<file path="src/hdl/astc_ram.sv">
// Generic single-port-write, single-port-read RAM with registered read.
`timescale 1ns / 1ps
module astc_ram #(
    parameter int WIDTH = 8,
    parameter int DEPTH = 16
) (
    input  logic                     clk,
    input  logic                     we,
    input  logic [$clog2(DEPTH)-1:0] waddr,
    input  logic [WIDTH-1:0]         wdata,
    input  logic                     re,
    input  logic [$clog2(DEPTH)-1:0] raddr,
    output logic [WIDTH-1:0]         rdata
);

    logic [WIDTH-1:0] mem [DEPTH];

    always_ff @(posedge clk)
    begin
        if (we)
        begin
            mem[waddr] <= wdata;
        end
        if (re)
        begin
            rdata <= mem[raddr];
        end
    end

endmodule

</file>
<file path="config.mk">
export PLATFORM = sky130hd
export DESIGN_NAME = astc_ram
export DESIGN_NICKNAME = d
export VERILOG_FILES = /design/src/hdl/astc_ram.sv
export SDC_FILE = /design/constraint.sdc
export NUM_CORES = 1
export LEC_CHECK = 0
export ABC_AREA = 0
export BUFFER_PORTS_ARGS = -buffer_cell sky130_fd_sc_hd__buf_2
export CAP_MARGIN = 20
export CELL_PAD_IN_SITES_DETAIL_PLACEMENT = 0
export CELL_PAD_IN_SITES_GLOBAL_PLACEMENT = 2
export CORE_MARGIN = 8
export CORE_UTILIZATION = 50
export CTS_BUF_LIST = sky130_fd_sc_hd__clkbuf_2
export CTS_CLUSTER_SIZE = 14
export DETAILED_ROUTE_END_ITERATION = 8
export PLACE_DENSITY_LB_ADDON = 0.1
export SLEW_MARGIN = 25
export SYNTH_ARGS = -nofsm -noshare
export SYNTH_HDL_FRONTEND = slang
export SYNTH_SLANG_ARGS = --single-unit
</file>
<file path="constraint.sdc">
create_clock -name clk -period 2.3 [get_ports clk]
set_clock_uncertainty 0.2 [all_clocks]
set_input_delay 0 -clock clk [delete_from_list [all_inputs] [get_ports clk]]
set_output_delay 0 -clock clk [all_outputs]
set_load 0.01 [all_outputs]
</file>
======== After elaboration in Yosys (flattened, before gate mapping) ========
Memory sizes are Yosys's and may differ from the RTL's. A register that Yosys moved wholly into a read port is not among the register bits.
Index checks and enable logic that the tools add are counted.
storage, ports and cells
  register bits after elaboration ......... 0
  output and inout port bits .............. 8
  logic and storage cells ................. 3
  memories ................................ 1
  input bits .............................. 19
  RAM bits ................................ 128
operators by class
  mux-type cells .......................... 2
memory list
  name  words  width  rd ports  clocked after Yosys merged registers in  wr ports  line  source
  mem   16     8      1         1                                        1         16    logic [WIDTH-1:0] mem [DEPTH];
operator list
  kind    count
  $mux 1  2

======== Depth between registers and ports, before layout ========
  word-level depth ........................ 2
  mapped depth ............................ 5
  gate-level depth less buffers ........... 3

======== Worst setup path before layout ========
No wires, ideal clock.
  path kind ............................... input to register
  start point ............................. input port waddr[2]
  end point ............................... memory mem[0][0], enable pin
  stages on the path ...................... 2
  arrival ................................. 1.110 ns
  library setup time ...................... 0.383 ns
  path slack .............................. 0.607 ns
  cell sequence ........................... or3b_2 -> nor3_1
RTL lines
  element             line  source
  start: declaration  9     input logic [$clog2(DEPTH)-1:0] waddr,
  end: declaration    16
Straight into the memory's write port.

==> run summary <==
The flow ran to the end, and the final reports show no timing, DRC or antenna violations. Die width: 118 µm. Average instance area after synthesis: 22.8 µm². The run gives 0 as the final hold violation count.

The remaining global-route overflow is 0, and the fraction of power spent switching nets is 22.5%. The number of instances resized during post-cts repair came out at 0. The clock period minus final worst setup slack came out at 2130 ps. For this run, the post-layout net count is 336. The level count of the clock H-tree came out at 4. The via count of the first global-routing pass was 2,652; the sum of buffers and inverters on the critical path was 1. The layout has 766 filler cells. The root buffer cell chosen for the clock tree is sky130_fd_sc_hd__clkbuf_2. Compared with the post-synthesis result, the final layout area differs by 18.0%. The global-route total usage across every layer was 16.0%; the share of the core filled with cells was 60.3%. For the clock network fraction of total power, the log shows 29.6%. The cell with the biggest individual delay on the critical path is sky130_fd_sc_hd__mux4_1. The number of enable-type register cells in the synthesized netlist is 136.

The run gives 2530 ps as the required arrival time at the worst endpoint. The share of total power dissipated in combinational logic is 7.0%. The average vias per placed instance works out to 5.52. Among all flip-flop cells after synthesis, the most frequent one is sky130_fd_sc_hd__edfxtp_1.

The analysis attributes to cell leakage a power of 2.09 nW. The max-cap check violation count is 0, and the number of cells traversed by the worst register-to-register path is 4. In this design, the stage delay of the slowest critical-path cell is 560 ps.

The number of input and output port buffers inserted was 26; the ratio of cells with drive above 1 in the final layout was 28.5%. Final-report max-slew violation count: 0. TritonCTS built the clock tree.

The tools report the worst flop-to-flop path startpoint as mem[6][3]$_DFFE_PP_. The Yosys step of the flow raised 0 warnings. The die area was 0.0140 mm²; the transition at the pin with the smallest max-transition slack was 500 ps. The most common cell in the synthesized netlist is sky130_fd_sc_hd__edfxtp_1.

The half-perimeter wire length after detailed placement came out at 6430 µm. The run gives 0 as the count of endpoints failing setup in the final report. The worst setup path is captured at a register. The switching power is 0.994 mW. The path type of the worst setup path is reg -> reg. Along the worst hold path, the cell count comes to 2. The cell family contributing the most delay on the critical path is multiplexers. Timing would allow up to 470 MHz. The internal power of the cells is 3.42 mW, and the final worst-path setup slack is 172 ps. The first detailed-routing pass took 6 iterations. Counting the buffers created by CTS gives 17. The tools report the relative slew slack as 66.6%. The first global-routing pass estimated 16,100 µm of wire. The startpoint identified for the worst hold timing path is wdata[6].

Timing analysis after detailed placement gives a worst setup slack of 488 ps. The clock-pin slew of the registers on the worst-case setup and hold paths is 190 ps. The remaining antenna violation count after routing is 0, and the net count after synthesis is 248.

The overall via count from detail_route came out at 2,570. Setup repair after global routing left no endpoint under its margin. The I/O pin total is 27. Dividing the detail-routed wire length by the instance count gives 22.9 µm. The critical path goes through mux4_1 -> a22oi_1 -> dlygate4sd3_1 -> nand2_1. The count of standard-cell rows is 37.

The total clock sinks was 136; the number of synthesized register bits was 136. Counting every instance in the synthesized netlist gives 229. The tools report the synthesized cell area as 0.00523 mm². The tools report the pin count of the biggest net entering global routing as 33.

The endpoint identified for the worst register-to-register timing path is rdata[3]$_DFFE_PP_. In this run, distinct cell masters in the synthesized netlist total 18. 0 antenna diodes ended up in the layout.

Summing the sequential cell areas from Yosys gives 78.1% of the chip area. For this run, design rule violations remaining after detail routing come to 0. The number of DRC violations after detailed-routing iteration 0 came out at 192. The data arrival time at the worst-slack endpoint is 2360 ps, and the proportion of power drawn by flip-flops and latches is 63.5%. The later-pin clock latency in the skew report is 640 ps.

The setup check on the worst reg-to-reg path leaves a slack of 170 ps. The worst setup path is launched from a register. The vertical die dimension is 118 µm, and the portion of the clock cycle consumed by the worst path in the final layout is 92.5%.

In the synthesized netlist, the cells that appear most often are sky130_fd_sc_hd__edfxtp_1 (136), sky130_fd_sc_hd__mux4_2 (18), sky130_fd_sc_hd__a22oi_1 (16), sky130_fd_sc_hd__mux4_1 (14), sky130_fd_sc_hd__nor2_1 (13). For the total wire length after detailed routing, the log shows 10,700 µm. By area the synthesized netlist is led by sky130_fd_sc_hd__edfxtp_1 (78%), sky130_fd_sc_hd__mux4_2 (7.8%), sky130_fd_sc_hd__mux4_1 (7.0%), sky130_fd_sc_hd__a22oi_1 (2.3%), sky130_fd_sc_hd__nor2_1 (0.93%). At the end of routability-driven placement, the weighted congestion stood at 0.684. The initial utilization of the core area, before any placement, comes to 51.1%.

The maximum fanout count along the critical path was 1; the total power consumption of the routed design was 4.41 mW. The number of antenna violations at the first check in global routing was 0; the setup TNS was 0 ps. The ratio of total power to cell area works out to 715 mW/mm². In this run the deepest clock path goes through 2 buffers. For hold timing, the worst endpoint is mem[14][6]$_DFFE_PP_. Class of the tightest hold or removal check: in -> reg. The cell taking the most area after synthesis is sky130_fd_sc_hd__edfxtp_1. IR analysis of the VDD net gives a maximum drop of 0.000363 V. The share of synthesized area in the top cell type comes to 78.1%.

The standard cell core area is 0.0102 mm², and the proportion of register bits with asynchronous set or reset after synthesis is 0%.
## metrics by stage
stage	instance area [µm²]	cells	hold slack [ps]
after global placement	5620	401	184
after detailed placement	5620	401	187
after global routing	6170	466	15.5
final	6170	466	84.1
after floorplan	5230	229	-101
after CTS	6160	465	3.02
## final cells by class
cell class              instances  area (µm²)  share of cell area, %
clock inverters                14         134                   2.17
clock buffers                  18        90.1                   1.46
repair buffers                 79         636                   10.3
flip-flops and latches        136        4080                   66.2
well taps                     136         170                   2.76
multi-input cells              83        1060                   17.1
## power by group through the flow
stage,Clock (mW),Sequential [mW],Combinational [mW]
after global routing,1.44,2.81,0.332
final,1.30,2.80,0.307
after floorplan,0,2.86,0.141
after CTS,1.34,2.80,0.310
after detailed placement,0,2.86,0.266
after global placement,0,2.86,0.264
## timing repair
action | 4_1_cts | 5_1_grt
endpoints found under the hold margin | 272 | 3
endpoints found under the setup margin | 0 | 0
setup buffers | 0 | 0
hold buffers | 32 | 1
## sequential cells by signal, summed over array words and instances (netlist names)
signal,cells
rdata,8
mem,128
## worst max path at each step
stage / startpoint / to / slack [ps] / cells after the start
after floorplan: waddr[2] / mem[0][0]$_DFFE_PP_ / 610 / 2
after global placement: raddr[0] / rdata[5]$_DFFE_PP_ / 500 / 5
after detailed placement: raddr[0] / rdata[5]$_DFFE_PP_ / 490 / 5
after CTS: mem[5][3]$_DFFE_PP_ / rdata[3]$_DFFE_PP_ / 150 / 4
after global routing: mem[6][3]$_DFFE_PP_ / rdata[3]$_DFFE_PP_ / 110 / 4
final: mem[6][3]$_DFFE_PP_ / rdata[3]$_DFFE_PP_ / 170 / 4
## kinds of logic (layout without fill, tap and decap cells)
logic type / Yosys count / count (layout) / synth area share [%]
AO/OA/AOI/OAI: 16 / 16 / 2.30
buffers and inverters: 10 / 111 / 1.65
flip-flops: 136 / 136 / 78.1
multiplexers: 32 / 32 / 14.8
AND/OR/NAND/NOR: 35 / 35 / 3.14
## per-layer routing
metal	up-vias	track usage, %	wire (µm)
li1	1161	-	-
met1	1324	21.1	4590
met2	78	25.2	5310
met3	7	4.81	718
met4	0	4.56	74
met5	-	0	0
## cells in the final DEF (no fill, tap or decap)
cell type	instances
sky130_fd_sc_hd__nand2_1	9
sky130_fd_sc_hd__clkinvlp_4	4
sky130_fd_sc_hd__a22oi_1	16
sky130_fd_sc_hd__buf_12	2
sky130_fd_sc_hd__and2_1	1
sky130_fd_sc_hd__clkinv_1	3
sky130_fd_sc_hd__nand3b_1	2
sky130_fd_sc_hd__clkinv_4	2
sky130_fd_sc_hd__nand3_1	1
sky130_fd_sc_hd__nor2b_1	1
sky130_fd_sc_hd__buf_4	18
sky130_fd_sc_hd__nor2_1	13
sky130_fd_sc_hd__mux4_2	18
sky130_fd_sc_hd__nand2b_1	2
sky130_fd_sc_hd__edfxtp_1	136
sky130_fd_sc_hd__dlygate4sd3_1	33
sky130_fd_sc_hd__bufinv_16	2
sky130_fd_sc_hd__clkbuf_2	18
sky130_fd_sc_hd__or3b_2	1
sky130_fd_sc_hd__buf_2	26
sky130_fd_sc_hd__mux4_1	14
sky130_fd_sc_hd__and2b_1	1
sky130_fd_sc_hd__nor3_1	4
sky130_fd_sc_hd__clkinv_2	3
No activity file was read; power rests on OpenSTA's default activity.
